$ cat src/rtl/rsid_pkg.sv
// Shared types, constants and helpers for the run-length scanline image decoder.
// Used by rsid_front, rsid_queue, rsid_back and rle_scanline_image_decoder_unit.
package rsid_pkg;

	// Configuration register indexes.
	localparam logic [1:0] CFG_COMPRESSED_MODE = 2'd0;
	localparam logic [1:0] CFG_BYTES_PER_LINE  = 2'd1;
	localparam logic [1:0] CFG_LINES_PER_IMAGE = 2'd2;

	// Register reset values.
	localparam logic       COMPRESSED_MODE_RST = 1'b1;
	localparam logic [6:0] BYTES_PER_LINE_RST  = 7'd70;
	localparam logic [7:0] LINES_PER_IMAGE_RST = 8'd192;

	// Result kinds.
	localparam logic [1:0] KIND_PIXEL   = 2'd0;
	localparam logic [1:0] KIND_HDR_OK  = 2'd1;
	localparam logic [1:0] KIND_HDR_BAD = 2'd2;

	// Header bytes.
	localparam logic [7:0] HDR_X     = 8'h58;
	localparam logic [7:0] HDR_C     = 8'h43;
	localparam logic [7:0] HDR_R     = 8'h52;
	localparam logic [7:0] HDR_BYTE3 = 8'd140;
	localparam logic [7:0] HDR_BYTE4 = 8'd192;
	localparam logic [2:0] HDR_LAST_INDEX = 3'd4;

	// Run marker: top two bits set, count in the low six bits.
	localparam logic [1:0] RUN_MARK = 2'b11;

	localparam int QUEUE_DEPTH_DEF = 4;

	typedef enum logic [1:0] {
		CMD_PIXELS,
		CMD_HDR_OK,
		CMD_HDR_BAD
	} cmd_kind_t;

	// One queued command: all results caused by one input word.
	typedef struct packed {
		cmd_kind_t  kind;
		logic [7:0] value;
		logic [5:0] count;
	} cmd_t;

	typedef struct packed {
		logic [1:0] kind;
		logic [7:0] pixel_value;
		logic [6:0] column;
		logic [7:0] row;
		logic       line_end;
		logic       line_uniform;
		logic [7:0] line_color;
		logic       image_end;
		logic       last_of_item;
	} result_t;

	// Expected header byte at a given header position.
	function automatic logic [7:0] header_byte(input logic [2:0] idx, input logic mode);
		logic [7:0] want;
		case (idx)
			3'd0: want = HDR_X;
			3'd1: want = mode ? HDR_C : HDR_R;
			3'd2: want = HDR_C;
			3'd3: want = HDR_BYTE3;
			default: want = HDR_BYTE4;
		endcase
		return want;
	endfunction

endpackage

$ cat src/rtl/rsid_front.sv
// Front end: takes input words, checks the header and classifies data bytes
// into queued commands. Depends on rsid_pkg.
module rsid_front (
	input  logic           clk,
	input  logic           arst_n,
	input  logic           in_fire,
	input  logic [7:0]     data_byte,
	input  logic           first_of_file,
	input  logic           compressed_mode,
	output logic           push,
	output rsid_pkg::cmd_t push_cmd
);
	import rsid_pkg::*;

	typedef enum logic [1:0] {
		PH_HEADER,
		PH_DATA,
		PH_REJECT
	} phase_t;

	phase_t     phase_q, phase_d, phase_e;
	logic [2:0] hdr_idx_q, hdr_idx_d, hdr_idx_e;
	logic       hdr_ok_q, hdr_ok_d, hdr_ok_e;
	logic       run_pend_q, run_pend_d, run_pend_e;
	logic [5:0] run_len_q, run_len_d, run_len_e;
	logic       ok_n;

	always_comb begin
		// A restart brings the decoder back to the start of a header.
		phase_e    = first_of_file ? PH_HEADER : phase_q;
		hdr_idx_e  = first_of_file ? 3'd0 : hdr_idx_q;
		hdr_ok_e   = first_of_file ? 1'b1 : hdr_ok_q;
		run_pend_e = first_of_file ? 1'b0 : run_pend_q;
		run_len_e  = first_of_file ? 6'd0 : run_len_q;

		phase_d    = phase_e;
		hdr_idx_d  = hdr_idx_e;
		hdr_ok_d   = hdr_ok_e;
		run_pend_d = run_pend_e;
		run_len_d  = run_len_e;
		push       = 1'b0;
		push_cmd   = '{kind: CMD_PIXELS, value: data_byte, count: 6'd1};
		ok_n       = hdr_ok_e & (data_byte == header_byte(hdr_idx_e, compressed_mode));

		case (phase_e)
			PH_HEADER: begin
				hdr_ok_d = ok_n;
				if (hdr_idx_e >= HDR_LAST_INDEX) begin
					push          = in_fire;
					push_cmd.kind = ok_n ? CMD_HDR_OK : CMD_HDR_BAD;
					hdr_idx_d     = 3'd0;
					phase_d       = ok_n ? PH_DATA : PH_REJECT;
					run_pend_d    = 1'b0;
					run_len_d     = 6'd0;
				end else begin
					hdr_idx_d = hdr_idx_e + 3'd1;
				end
			end
			PH_DATA: begin
				if (!compressed_mode) begin
					run_pend_d = 1'b0;
					run_len_d  = 6'd0;
					push       = in_fire;
				end else if (run_pend_e) begin
					run_pend_d     = 1'b0;
					run_len_d      = 6'd0;
					push_cmd.count = run_len_e;
					// A run with a zero count swallows its value byte.
					push           = in_fire && (run_len_e != 6'd0);
				end else if (data_byte[7:6] == RUN_MARK) begin
					run_pend_d = 1'b1;
					run_len_d  = data_byte[5:0];
				end else begin
					push = in_fire;
				end
			end
			default: begin
			end
		endcase
	end

	always_ff @(posedge clk or negedge arst_n) begin
		if (!arst_n) begin
			phase_q    <= PH_HEADER;
			hdr_idx_q  <= 3'd0;
			hdr_ok_q   <= 1'b1;
			run_pend_q <= 1'b0;
			run_len_q  <= 6'd0;
		end else if (in_fire) begin
			phase_q    <= phase_d;
			hdr_idx_q  <= hdr_idx_d;
			hdr_ok_q   <= hdr_ok_d;
			run_pend_q <= run_pend_d;
			run_len_q  <= run_len_d;
		end
	end

endmodule

$ cat src/rtl/rsid_queue.sv
// Short command queue between the front end and the pixel back end.
// Depends on rsid_pkg for the command type.
module rsid_queue #(
	parameter int DEPTH = rsid_pkg::QUEUE_DEPTH_DEF
) (
	input  logic           clk,
	input  logic           arst_n,
	input  logic           push,
	input  rsid_pkg::cmd_t push_cmd,
	output logic           full,
	input  logic           pop,
	output logic           head_valid,
	output rsid_pkg::cmd_t head_cmd
);
	import rsid_pkg::*;

	localparam int PTR_W = (DEPTH > 1) ? $clog2(DEPTH) : 1;
	localparam int CNT_W = $clog2(DEPTH + 1);

	cmd_t             slot_q [DEPTH];
	logic [PTR_W-1:0] wr_ptr_q, rd_ptr_q;
	logic [CNT_W-1:0] count_q;
	logic             do_push, do_pop;

	assign full       = (count_q == CNT_W'(DEPTH));
	assign head_valid = (count_q != '0);
	assign head_cmd   = slot_q[rd_ptr_q];
	assign do_push    = push && !full;
	assign do_pop     = pop && head_valid;

	always_ff @(posedge clk) begin
		if (do_push) begin
			slot_q[wr_ptr_q] <= push_cmd;
		end
	end

	always_ff @(posedge clk or negedge arst_n) begin
		if (!arst_n) begin
			wr_ptr_q <= '0;
			rd_ptr_q <= '0;
			count_q  <= '0;
		end else begin
			if (do_push) begin
				wr_ptr_q <= (wr_ptr_q == PTR_W'(DEPTH - 1)) ? '0 : wr_ptr_q + 1'b1;
			end
			if (do_pop) begin
				rd_ptr_q <= (rd_ptr_q == PTR_W'(DEPTH - 1)) ? '0 : rd_ptr_q + 1'b1;
			end
			if (do_push && !do_pop) begin
				count_q <= count_q + 1'b1;
			end else if (do_pop && !do_push) begin
				count_q <= count_q - 1'b1;
			end
		end
	end

endmodule

$ cat src/rtl/rsid_back.sv
// Back end: expands queued commands into result words, tracking column, row,
// line uniformity and image end, and holds the output register. Depends on rsid_pkg.
module rsid_back (
	input  logic              clk,
	input  logic              arst_n,
	input  logic [6:0]        bytes_per_line,
	input  logic [7:0]        lines_per_image,
	input  logic              head_valid,
	input  rsid_pkg::cmd_t    head_cmd,
	output logic              pop,
	output logic              out_valid,
	input  logic              out_ready,
	output rsid_pkg::result_t out_result
);
	import rsid_pkg::*;

	logic       cmd_active_q;
	cmd_t       cmd_q;
	logic [5:0] rem_q;
	logic [6:0] column_q;
	logic [7:0] row_q;
	logic [7:0] first_color_q;
	logic       all_same_q;
	logic       done_q;
	logic       out_valid_q;
	result_t    out_q;

	logic       out_free, is_pix, step, finish, load;
	logic       le, ie, same, last_pix;
	logic [7:0] fc;
	result_t    res_d;

	assign out_free = !out_valid_q || out_ready;
	assign is_pix   = (cmd_q.kind == CMD_PIXELS);
	// Pixel commands after the image end are dropped without waiting on the output.
	assign step     = cmd_active_q && (out_free || (is_pix && done_q));

	always_comb begin
		fc       = (column_q == 7'd0) ? cmd_q.value : first_color_q;
		same     = (column_q == 7'd0) ? 1'b1 : (all_same_q && (cmd_q.value == first_color_q));
		le       = ({1'b0, column_q} + 8'd1) >= {1'b0, bytes_per_line};
		ie       = le && (({1'b0, row_q} + 9'd1) >= {1'b0, lines_per_image});
		last_pix = (rem_q == 6'd1) || ie;
	end

	// Result word for the current step of the active command.
	always_comb begin
		res_d = '0;
		res_d.last_of_item = 1'b1;
		case (cmd_q.kind)
			CMD_HDR_OK:  res_d.kind = KIND_HDR_OK;
			CMD_HDR_BAD: res_d.kind = KIND_HDR_BAD;
			default: begin
				res_d.kind         = KIND_PIXEL;
				res_d.pixel_value  = cmd_q.value;
				res_d.column       = column_q;
				res_d.row          = row_q;
				res_d.line_end     = le;
				res_d.line_uniform = le && same;
				res_d.line_color   = fc;
				res_d.image_end    = ie;
				res_d.last_of_item = last_pix;
			end
		endcase
	end

	assign finish    = step && (!is_pix || done_q || last_pix);
	assign load      = (!cmd_active_q || finish) && head_valid;
	assign pop       = load;
	assign out_valid = out_valid_q;
	assign out_result = out_q;

	always_ff @(posedge clk) begin
		if (step && !(is_pix && done_q)) begin
			out_q <= res_d;
		end
		if (load) begin
			cmd_q <= head_cmd;
		end
	end

	always_ff @(posedge clk or negedge arst_n) begin
		if (!arst_n) begin
			cmd_active_q  <= 1'b0;
			rem_q         <= 6'd0;
			column_q      <= 7'd0;
			row_q         <= 8'd0;
			first_color_q <= 8'd0;
			all_same_q    <= 1'b1;
			done_q        <= 1'b0;
			out_valid_q   <= 1'b0;
		end else begin
			if (load) begin
				cmd_active_q <= 1'b1;
				rem_q        <= head_cmd.count;
			end else if (finish) begin
				cmd_active_q <= 1'b0;
			end

			if (step && !(is_pix && done_q)) begin
				out_valid_q <= 1'b1;
			end else if (out_ready) begin
				out_valid_q <= 1'b0;
			end

			if (step) begin
				case (cmd_q.kind)
					CMD_HDR_OK: begin
						column_q      <= 7'd0;
						row_q         <= 8'd0;
						first_color_q <= 8'd0;
						all_same_q    <= 1'b1;
						done_q        <= 1'b0;
					end
					CMD_HDR_BAD: begin
						done_q <= 1'b1;
					end
					default: begin
						if (!done_q) begin
							first_color_q <= fc;
							all_same_q    <= same;
							if (le) begin
								column_q <= 7'd0;
								row_q    <= row_q + 8'd1;
							end else begin
								column_q <= column_q + 7'd1;
							end
							if (ie) begin
								done_q <= 1'b1;
							end
							if (!load) begin
								rem_q <= rem_q - 6'd1;
							end
						end
					end
				endcase
			end
		end
	end

endmodule

$ cat src/rtl/rle_scanline_image_decoder_unit.sv
// Top level of the run-length scanline image decoder: configuration registers,
// stream ports and the front end, command queue and back end. Depends on rsid_pkg.
//
// The block takes an image file one byte per word on the slave stream. The first
// five bytes form a header ('X', then 'C' in run-length mode or 'R' in raw mode,
// then 'C', 140 and 192); the fifth byte yields one result word that accepts or
// rejects it. After a good header, data bytes become pixel words carrying their
// column and row, a line-end mark with the line's uniformity and first color,
// and an image-end mark on the final pixel; later bytes yield nothing until a
// word with the restart flag set. In run-length mode a byte with both top bits
// set gives a repeat count (low six bits) for the following byte. An input word
// is accepted whenever the command queue (four entries by default) has room. The
// back end produces one result word per cycle while the output is taken; a
// literal or raw byte yields one pixel word and a run as many as its count. The
// output register and queue let the input keep flowing while results wait to be
// taken. Configuration should be written only while the block is idle.
module rle_scanline_image_decoder_unit #(
	parameter int QUEUE_DEPTH = rsid_pkg::QUEUE_DEPTH_DEF
) (
	input  logic        clk,
	input  logic        arst_n,
	// Input stream.
	input  logic        s_axis_tvalid,
	output logic        s_axis_tready,
	input  logic [7:0]  s_axis_tdata,   // [7:0] data_byte
	input  logic [0:0]  s_axis_tuser,   // [0] first_of_file
	// Result stream.
	output logic        m_axis_tvalid,
	input  logic        m_axis_tready,
	output logic [39:0] m_axis_tdata,   // [7:0] pixel_value, [14:8] column, [22:15] row,
	                                    // [23] line_end, [24] line_uniform,
	                                    // [32:25] line_color, [33] image_end, rest zero
	output logic [1:0]  m_axis_tuser,   // [1:0] kind
	output logic        m_axis_tlast,   // last_of_item
	// Configuration write channel.
	input  logic        cfg_valid,
	output logic        cfg_ready,
	input  logic [1:0]  cfg_index,
	input  logic [7:0]  cfg_data
);
	import rsid_pkg::*;

	logic       compressed_mode_q;
	logic [6:0] bytes_per_line_q;
	logic [7:0] lines_per_image_q;

	logic    in_fire, push, full, pop, head_valid;
	cmd_t    push_cmd, head_cmd;
	result_t result;

	// Registers are always writable; writes to unknown indexes are ignored.
	assign cfg_ready = 1'b1;

	always_ff @(posedge clk or negedge arst_n) begin
		if (!arst_n) begin
			compressed_mode_q <= COMPRESSED_MODE_RST;
			bytes_per_line_q  <= BYTES_PER_LINE_RST;
			lines_per_image_q <= LINES_PER_IMAGE_RST;
		end else if (cfg_valid) begin
			case (cfg_index)
				CFG_COMPRESSED_MODE: compressed_mode_q <= cfg_data[0];
				CFG_BYTES_PER_LINE:  bytes_per_line_q  <= cfg_data[6:0];
				CFG_LINES_PER_IMAGE: lines_per_image_q <= cfg_data;
				default: begin
				end
			endcase
		end
	end

	// A word is taken whenever the queue can hold the command it might produce.
	assign s_axis_tready = !full;
	assign in_fire       = s_axis_tvalid && s_axis_tready;

	rsid_front u_front (
		.clk             (clk),
		.arst_n          (arst_n),
		.in_fire         (in_fire),
		.data_byte       (s_axis_tdata),
		.first_of_file   (s_axis_tuser[0]),
		.compressed_mode (compressed_mode_q),
		.push            (push),
		.push_cmd        (push_cmd)
	);

	rsid_queue #(
		.DEPTH (QUEUE_DEPTH)
	) u_queue (
		.clk        (clk),
		.arst_n     (arst_n),
		.push       (push),
		.push_cmd   (push_cmd),
		.full       (full),
		.pop        (pop),
		.head_valid (head_valid),
		.head_cmd   (head_cmd)
	);

	rsid_back u_back (
		.clk             (clk),
		.arst_n          (arst_n),
		.bytes_per_line  (bytes_per_line_q),
		.lines_per_image (lines_per_image_q),
		.head_valid      (head_valid),
		.head_cmd        (head_cmd),
		.pop             (pop),
		.out_valid       (m_axis_tvalid),
		.out_ready       (m_axis_tready),
		.out_result      (result)
	);

	assign m_axis_tdata = {6'd0, result.image_end, result.line_color, result.line_uniform,
		result.line_end, result.row, result.column, result.pixel_value};
	assign m_axis_tuser = result.kind;
	assign m_axis_tlast = result.last_of_item;

endmodule
$ cat config.mk
export PLATFORM = sky130hd
export DESIGN_NAME = rle_scanline_image_decoder_unit
export DESIGN_NICKNAME = d
export VERILOG_FILES = /design/src/rtl/rsid_pkg.sv /design/src/rtl/rsid_front.sv /design/src/rtl/rsid_queue.sv /design/src/rtl/rsid_back.sv /design/src/rtl/rle_scanline_image_decoder_unit.sv
export SDC_FILE = /design/constraint.sdc
export NUM_CORES = 1
export LEC_CHECK = 0
export BUFFER_PORTS_ARGS = -buffer_cell sky130_fd_sc_hd__buf_2
export CORE_ASPECT_RATIO = 0.8
export CORE_MARGIN = 2
export CORE_UTILIZATION = 60
export DETAILED_ROUTE_END_ITERATION = 8
export PLACE_DENSITY = 0.8
export SLEW_MARGIN = 30
export SYNTH_ARGS = -nofsm -noshare
export SYNTH_HDL_FRONTEND = slang
export SYNTH_SLANG_ARGS = --single-unit
export TNS_END_PERCENT = 30
$ cat constraint.sdc
create_clock -name clk -period 3.87 [get_ports clk]
set_input_delay 0.1935 -clock clk [delete_from_list [all_inputs] [get_ports clk]]
set_output_delay 0.1935 -clock clk [all_outputs]
set_load 0.005 [all_outputs]
Yosys cells after proc, flatten, opt, wreduce, memory -nomap -nowiden
Memory sizes are Yosys's and may differ from the RTL's.
Index checks and enable logic that the tools add are counted.

operators by class
  $mul = 0
  order comparisons = 3
  div/mod/pow operators = 0
  eq/ne operators = 16
  add/sub/neg operators = 10
  bitwise gates (word level) = 2
  shift operators = 0
  mux-type cells = 64
  reduce and logical (&&, ||, !) cells = 44

operators by type and width
  cell                                         count
  two-way mux 6 bit                            13
  two-way mux 8 bit                            4
  one-hot mux 8 bit (2 select lines)           2
  one-hot mux 8 bit (4 select lines)           1
  two-way mux 1 bit                            21
  equality test 8 bit                          2
  two-way mux 2 bit                            8
  two-way mux 3 bit                            5
  logical AND 1 bit                            14
  two-way mux 7 bit                            2
  one-hot mux 7 bit (2 select lines)           1
  one-hot mux 6 bit (2 select lines)           1
  equality test 2 bit, second input constant   5
  adder 8 x 1 -> 9 bit, second input constant  1
  >= comparator 9 x 8 -> 1 bit                 1
  adder 7 x 1 -> 8 bit, second input constant  1
  adder 8 x 1 -> 8 bit, second input constant  1
  >= comparator 8 x 7 -> 1 bit                 1
  one-hot mux 1 bit (2 select lines)           4
  nonzero test 2 bit                           4
  adder 7 x 1 -> 7 bit, second input constant  1
  logical NOT 1 bit                            7
  logical NOT 7 bit                            1
  adder 3 x 1 -> 3 bit, second input constant  2
  23 further kinds                             36

storage, ports and cells
  input bits = 24
  bits in registers = 116
  logic and storage cells = 170
  memories = 1
  memory bits (read-only) = 0
  bits in latches = 0
  memory bits (writable) = 64
  output and inout bits = 46

memory list
  name            depth  width  rd ports  clocked after memory_dff  wr ports  line              RTL
  u_queue.slot_q  4      16     1         0                         1         rsid_queue.sv:20  cmd_t slot_q [DEPTH];

Longest topological paths before layout
Gate-level depths: netlist (run 1).

  depth in word-level cells = 13
  depth in mapped cells = 15

Hierarchy
Synthesis (run 1) repeated with hierarchy kept, for this count alone.

second synthesis, totals
  cell total of the unflattened synthesis = 622
  area total of the unflattened synthesis = 8,545.7 um2

by module, submodules not included
  module                           area an instance (um2)  cells each  times used  seq. area each (um2)
  rsid_back                        4,013.8                 338         1           2,238.4
  rsid_queue                       2,808.9                 121         1           2,097.0
  rsid_front                       1,017.2                 117         1           326.6
  rle_scanline_image_decoder_unit  705.7                   46          1           407.9

Worst setup path after synthesis (run 1)
No wires, ideal clock.

  kind = reg-to-reg
  start point = register u_back.row_q[0]
  end point = register u_queue.count_q[2]
  path buffers = 0
  slack = 0.568 ns
  period minus slack after synthesis = 3.302 ns
  setup time = 0.125 ns
  stages on the path, launching flop included = 15
  data required time = 3.745 ns
  arrival time = 3.176 ns
  cell sequence = dfrtp_1 -> ha_1 -> nand3_1 -> or2_2 -> xnor2_1 -> ha_1 -> nand3_1 -> a211o_1 -> a21boi_4 -> o21ai_4 -> ha_1 -> fa_1 -> xnor2_1 -> nor2_1 -> xor2_1

on the way
  longest elaborated chain between the ends = 12

RTL lines
  what                                                     line              RTL
  start, declared                                          rsid_back.sv:21   logic [7:0] row_q;
  start signal, assigned                                   rsid_back.sv:124  row_q <= row_q + 8'd1;
  adder 8 x 1 -> 9 bit (*)                                 rsid_back.sv:42   ie = le && (({1'b0, row_q} + 9'd1) >= {1'b0, lines_per_image});
  >= comparator 9 x 8 -> 1 bit (*)                         rsid_back.sv:42
  logical AND 1 bit (*)                                    rsid_back.sv:42
  logical OR 1 bit (*)                                     rsid_back.sv:43   last_pix = (rem_q == 6'd1) || ie;
  logical OR 1 bit (*)                                     rsid_back.sv:67   assign finish = step && (!is_pix || done_q || last_pix);
  logical AND 1 bit (*)                                    rsid_back.sv:67
  logical OR 1 bit (*)                                     rsid_back.sv:68   assign load = (!cmd_active_q || finish) && head_valid;
  logical AND 1 bit (*)                                    rsid_back.sv:68
  logical AND 1 bit (*)                                    rsid_queue.sv:29  assign do_pop = pop && head_valid;
  logical NOT 1 bit                                        rsid_queue.sv:49  if (do_push && !do_pop) begin
  logical AND 1 bit                                        rsid_queue.sv:49
  two-way mux 3 bit or nonzero test 2 bit (tied branches)  -
  end signal, assigned                                     rsid_queue.sv:50  count_q <= count_q + 1'b1;
  end signal, assigned                                     rsid_queue.sv:52  count_q <= count_q - 1'b1;
  end, declared                                            rsid_queue.sv:22  logic [CNT_W-1:0] count_q;

Mark *: on every way between the ends. The rest lies on a longest branch, timed or not.
A chain may end at the register's enable or synchronous reset.

Worst setup path after layout (run 1)
Same ends and word-level chain as after synthesis.

==> out/metrics.cfg, run 1 <==
[synthesis]
ys_types = 60
synthesis.area_um2 = 8320
synthArstFlopShare_pct = 38.3
synth_seq_cells = 180
syn_inst = 629
synth_edf_count = 111
synth_flop_cell = edfxtp_1
synth-warning-count = 0
synth.avg_cell_area_um2 = 13.2
yosysSeqAreaShare_pct = 60.9

[placed_design]
io_buffer_count = 62
place_congestion = 0.923
dpl.hpwl_um = 11200
dp.cells = 856

[global_routing]
first_global_vias = 5239
grt_max_degree = 46
grt.overflow.total = 0
grt.total_usage_pct = 23.8
antenna_found_initial = 0
grt_first_pass_wirelength_um = 26500

[finish]
drive_above_1_share_pct = 21.8
syn_to_final_growth_pct = 12.8
antenna_cells = 0
final_cell_mix = 111 x edfxtp_1, 61 x buf_2, 60 x dfrtp_1
final_common_cell = edfxtp_1
final_core_util_pct = 69.3
regArea_um2 = 5070
final_cells = 891
nFillCells = 992
final_nets = 758
multi_input_area_um2 = 3010

[sta]
max_slew_margin_pct = 38.8
max_freq_ghz = 0.288
slew_violations = 0
clock_skew_ps = 10.7
holdWs_ps = 13.6
period_needed_ps = 3470
rsz0062_at_grt = false
setup_tns_ps = 0
hold_viol = 0
tightest_slew_ps = 905
fin_crit_sh_pct = 89.8
setup_viol = 0

[pwr]
p_sw_w = 0.00207
seqPwrFrac_pct = 47.1
power_density_nw_per_um2 = 678
p_total_w = 0.00636
combPwrFrac_pct = 27.8
peakVddDrop_mv = 0.405
clock_power_share_pct = 25.1
power.leakage_nw = 3.90
p_int_w = 0.00429
sw_frac_of_total_pct = 32.6

[drt]
via_count = 5197
drt_pre_antenna_iters = 5
viasPerCell = 5.83
drt_iter0_drc = 430
final_antenna_net_count = 0
routed_wl_um = 16100
wl_per_cell_um = 18.1
drc_errors = 0

[worst_setup_path]
arrival_ps = 3830
crit_top_cell = ha_1
critical_path.startpoint = u_back.row_q[0]
cp_num_buf_inv = 0
r2r_start = u_back.row_q[0]
crit_family = adder cells
critPathMaxStageDelay_ps = 440
r2r_slack_ps = 400
cp_max_fo = 7
reg2reg_depth = 14
crit_type = flop to flop
crit_chain = ha_1 -> nand3_1 -> or2_2 -> xnor2_1 -> ha_1 -> nand3_1 -> a211o_1 -> a21boi_4 -> o21ai_4 -> ha_1 -> fa_1 -> xnor2_1 -> nor2_1 -> xor2_1
worst_setup_path_end_kind = flop
start_kind = flop
endpoint = u_queue.count_q[2]
path_depth = 14
r2r-end = u_queue.count_q[2]
cp.required_ps = 4230
cp_slowest_cell = fa_1

[clock_network]
cts_max_path_buffers = 2
cts.repair.resized = 0
clock_tree.root_cell = clkbuf_16
numClockSinks = 180
insertion_delay_ps = 430
tritoncts = done
clk_pin_slew_worst_paths_ps = 70
h-tree-depth = 4
cts-buffers-inserted = 17

[die]
rows = 38
dieArea_um2 = 14800
core_um2 = 13600
die_w_um = 136
io_pins = 70
start_util_pct = 61.4
die_y_um = 109

[min_path]
hp-class = input pin to flop

[outcome]
outcome = finished, final reports clean

[job]
cap_violations = 0

==> how the worst min path moves through the flow <==
stage               slack, ps  depth (start not counted)                   to         from
global route                6                          2  bytes_per_line_q[2]  cfg_data[2]
CTS                       0.7                          2  bytes_per_line_q[1]  cfg_data[1]
global placement          430                          1  u_queue.wr_ptr_q[1]       arst_n
detailed placement        250                          1  u_queue.wr_ptr_q[1]       arst_n
floorplan                -100                          0  bytes_per_line_q[0]       arst_n
finish                     10                          2  bytes_per_line_q[2]  cfg_data[2]
==> cell families (layout without fill, tap and decap cells) <==
logic type / count (synthesis) / count (layout) / synth area share [%]
simple gates: 181 / 181 / 11.1
mux: 48 / 48 / 8.54
compound gates: 89 / 89 / 7.37
flops: 180 / 180 / 60.9
fa+ha+maj: 36 / 36 / 5.50
buf+inv: 62 / 139 / 3.22
other cells: 2 / 7 / 0.0902
xor+xnor: 31 / 31 / 3.26
==> cell usage after synthesis, types with 11 or more instances <==
cell / n / area (µm²)
edfxtp_1: 111 / 3330
dfrtp_1: 61 / 1530
nand2_1: 45 / 169
nor2_1: 40 / 150
inv_1: 36 / 135
ha_1: 35 / 438
mux2_2: 24 / 270
nor2b_1: 24 / 150
o21ai_0: 24 / 120
xnor2_1: 20 / 175
mux4_2: 16 / 360
a21oi_1: 15 / 75.1
a22o_1: 15 / 131
clkbuf_1: 13 / 48.8
nand3_1: 13 / 65.1
and2_1: 11 / 68.8
nor3_1: 11 / 55.1
xor2_1: 11 / 96.3
==> metrics by stage <==
stage               setup WS (ps)  cell area, µm²
CTS                           381            9370
detailed placement            405            8810
global route                  114            9380
floorplan                     568            8340
finish                        396            9380
global placement              462            8790
==> cell type report <==
type / count / area share, %
timing repair buffer: 71 / 4.21
sequential: 180 / 54.0
multi-input combinational: 392 / 32.1
inverter: 36 / 1.44
clock inverter: 12 / 1.13
clock buffer: 20 / 4.65
tap: 180 / 2.40
==> flip-flops by register name, indices dropped and copies added, names as in the netlist, 2 cells and up <==
| name | cells |
|---|---|
| u_front.hdr_idx_q | 3 |
| u_front.phase_q | 2 |
| u_back.cmd_q | 10 |
| u_queue.count_q | 3 |
| u_queue.rd_ptr_q | 2 |
| u_front.run_len_q | 6 |
| bytes_per_line_q | 7 |
| u_back.rem_q | 6 |
| u_queue.wr_ptr_q | 2 |
| u_back.out_result | 37 |
| u_back.column_q | 7 |
| u_queue.slot_q | 64 |
| lines_per_image_q | 8 |
| u_back.first_color_q | 8 |
| u_back.row_q | 8 |
==> power groups by stage <==
stage | combinational [W] | sequential (W) | clock (W)
floorplan | 0.00134 | 0.00285 | 0
global placement | 0.00168 | 0.00299 | 0
detailed placement | 0.00175 | 0.00303 | 0
CTS | 0.00178 | 0.00300 | 0.00162
global route | 0.00200 | 0.00306 | 0.00171
finish | 0.00177 | 0.00300 | 0.00160
==> what timing repair did <==
item | in CTS | in global routing
hold buffers | 2 | 1
buffers inserted | 0 | 0
endpoints found under the hold margin | 38 | 1
==> per-layer routing <==
metal	vias up	share of wire, %	GRT usage (%)
li1	2394	-	-
met1	2616	43	31.4
met2	165	50	39.8
met3	22	5.3	5.21
met4	0	1.7	8.48
met5	-	0	0
Note: power is estimated with default switching activity, not from simulation.
==> run 2, diff against run 1 <==
Settings changed: CORE_UTILIZATION 60 to 65, PLACE_DENSITY 0.8 to 0.86, SYNTH_HIERARCHICAL from default to 1.
Clock period 3.87 ns to 4.4 ns, I/O delays scaled along.
==> out/metrics.cfg, run 2 <==
[finish]
nFillCells = 828
final_common_cell = edfxtp_1
antenna_cells = 0
final_nets = 747
final_core_util_pct = 73.7
final_cell_area_um2 = 9490
multi_input_area_um2 = 3150
drive_above_1_share_pct = 24.1
final_cells = 875
largest_reg_flops = 64
top_register = u_queue/slot_q
syn_to_final_growth_pct = 11.0
regArea_um2 = 5070
final_cell_mix = 111 x edfxtp_1, 62 x buf_2, 60 x dfrtp_1

[die]
die_y_um = 107
die_w_um = 132
rows = 37
core_um2 = 12900
dieArea_um2 = 14100
start_util_pct = 66.4
io_pins = 70

[sta]
max_freq_ghz = 0.244
hold_viol = 0
tightest_slew_ps = 924
rsz0062_at_grt = false
clock_skew_ps = 6.78
setup_viol = 0
setup_tns_ps = 0
period_needed_ps = 4090
holdWs_ps = 31.9
max_slew_margin_pct = 37.5
slew_violations = 0
fin_crit_sh_pct = 93.0

[global_routing]
first_global_vias = 5282
grt.total_usage_pct = 23.8
grt_first_pass_wirelength_um = 25900
grt.overflow.total = 0
antenna_found_initial = 0
grt_max_degree = 70

[drt]
drt_iter0_drc = 485
wl_per_cell_um = 18.1
routed_wl_um = 15800
drc_errors = 0
drt_pre_antenna_iters = 5
final_antenna_net_count = 0
via_count = 5142
viasPerCell = 5.88

[synthesis]
yosysMostFrequentCell = edfxtp_1
synth_commonest_cells = 111 x edfxtp_1, 61 x dfrtp_1, 39 x inv_1, 37 x nor2_1
syn_inst = 622
synthesis.area_um2 = 8550
ys_types = 79
synth.avg_cell_area_um2 = 13.7
yosysSeqAreaShare_pct = 59.3
synth-warning-count = 6
ys_top_cells_by_area = edfxtp_1 39%, dfrtp_1 18%, ha_1 5.1%, mux2_2 3.6%, dfstp_2 2.5%
synth_seq_cells = 180
synth_area_leader_cell = edfxtp_1
synth_top_area_share_pct = 39.0
synth_edf_count = 111
synth_flop_cell = edfxtp_1
synthArstFlopShare_pct = 38.3

[pwr]
sw_frac_of_total_pct = 32.7
seqPwrFrac_pct = 44.7
combPwrFrac_pct = 32.8
p_int_w = 0.00402
power.leakage_nw = 3.92
peakVddDrop_mv = 0.401
power_density_nw_per_um2 = 629
p_sw_w = 0.00195
clock_power_share_pct = 22.4

[placed_design]
io_buffer_count = 62
placed_area_um2 = 8920
dpl.hpwl_um = 11000
place_congestion = 0.894
dp.cells = 838

[clock_network]
cts-buffers-inserted = 17
cts_max_path_buffers = 2
tritoncts = done
insertion_delay_ps = 420
clk_pin_slew_worst_paths_ps = 60
numClockSinks = 180
h-tree-depth = 4
clock_tree.root_cell = clkbuf_16

[min_path]
hp-class = input pin to flop

[job]
cap_violations = 0

[worst_setup_path]
worst_setup_path_end_kind = flop
cp.required_ps = 4740
cp_max_fo = 7
start_kind = flop
crit_type = flop to flop
arrival_ps = 4430

[outcome]
outcome = finished, final reports clean

==> run 2: final timing paths <==
kind	from	endpoint	slack, ps	cells after the start
min in group asynchronous	arst_n	u_queue/wr_ptr_q[0]	440	3
max in group asynchronous	arst_n	u_queue/rd_ptr_q[0]	3510	3
hold / removal	cfg_data[7]	lines_per_image_q[7]	30	2
setup / recovery	u_back/row_q[2]	u_queue/count_q[2]	310	18
hold reg to reg	u_front/hdr_idx_q[1]	u_front/hdr_idx_q[1]	490	2
setup reg to reg	u_back/row_q[2]	u_queue/count_q[2]	310	18
==> run 2: what timing repair did <==
action,CTS,global route
hold endpoints to repair,0,61
setup buffers,0,4
setup endpoints to repair,0,1
resized for setup,0,1
hold buffers,0,1
==> run 2: logic make-up after synthesis <==
kind of cell | share of synthesized area (%)
adder cells (fa/ha/maj) | 5.36
AO/OA/AOI/OAI | 7.73
buffers and inverters | 4.14
flip-flops | 59.3
multiplexers | 9.60
XOR/XNOR | 2.66
other | 0.0879
AND/OR/NAND/NOR | 11.1
==> run 2: final cells by class <==
type                    count  area share, %
inverters                  39           1.54
clock inverters             5          0.316
multi-input cells         379           33.2
flip-flops and latches    180           53.4
clock buffers              27           5.20
repair buffers             70           3.97
well taps                 175           2.31
==> run 2: metrics by stage <==
step / power [W] / setup slack [ps]
4_1_cts: 0.00595 / 338
2_1_floorplan: 0.00405 / 704
6_report: 0.00597 / 310
3_3_place_gp: 0.00448 / 636
5_1_grt: 0.00632 / 1.11
3_5_place_dp: 0.00459 / 380
==> run 2: power by group through the flow <==
stage	combinational (W)	sequential [W]	clock [W]
2_1_floorplan	0.00146	0.00260	0
3_3_place_gp	0.00181	0.00267	0
3_5_place_dp	0.00189	0.00270	0
4_1_cts	0.00192	0.00267	0.00136
5_1_grt	0.00215	0.00273	0.00144
6_report	0.00196	0.00267	0.00134
==> run 2: metal layers <==
metal | track usage (%) | up-vias | share of wire, %
met5 | 0 | - | 0
met4 | 8.37 | 0 | 2.3
met3 | 5.72 | 34 | 4.9
met2 | 39.6 | 174 | 49
met1 | 31.1 | 2551 | 44
li1 | - | 2383 | -
==> run 2: worst max-delay path: stages (launching register included) <==
cell      delay [ps]
dfrtp_1          460
nand3_1          110
nor2_1           270
nand3_1          170
xnor2_1          280
ha_1             310
nand3_1          120
o221ai_1         130
a211oi_2         260
a21oi_2          110
o311ai_4         440
inv_1            160
nand2_4          110
ha_1             190
inv_1             70
fa_1             370
xor2_1           160
nor2_1           130
xor2_1           150
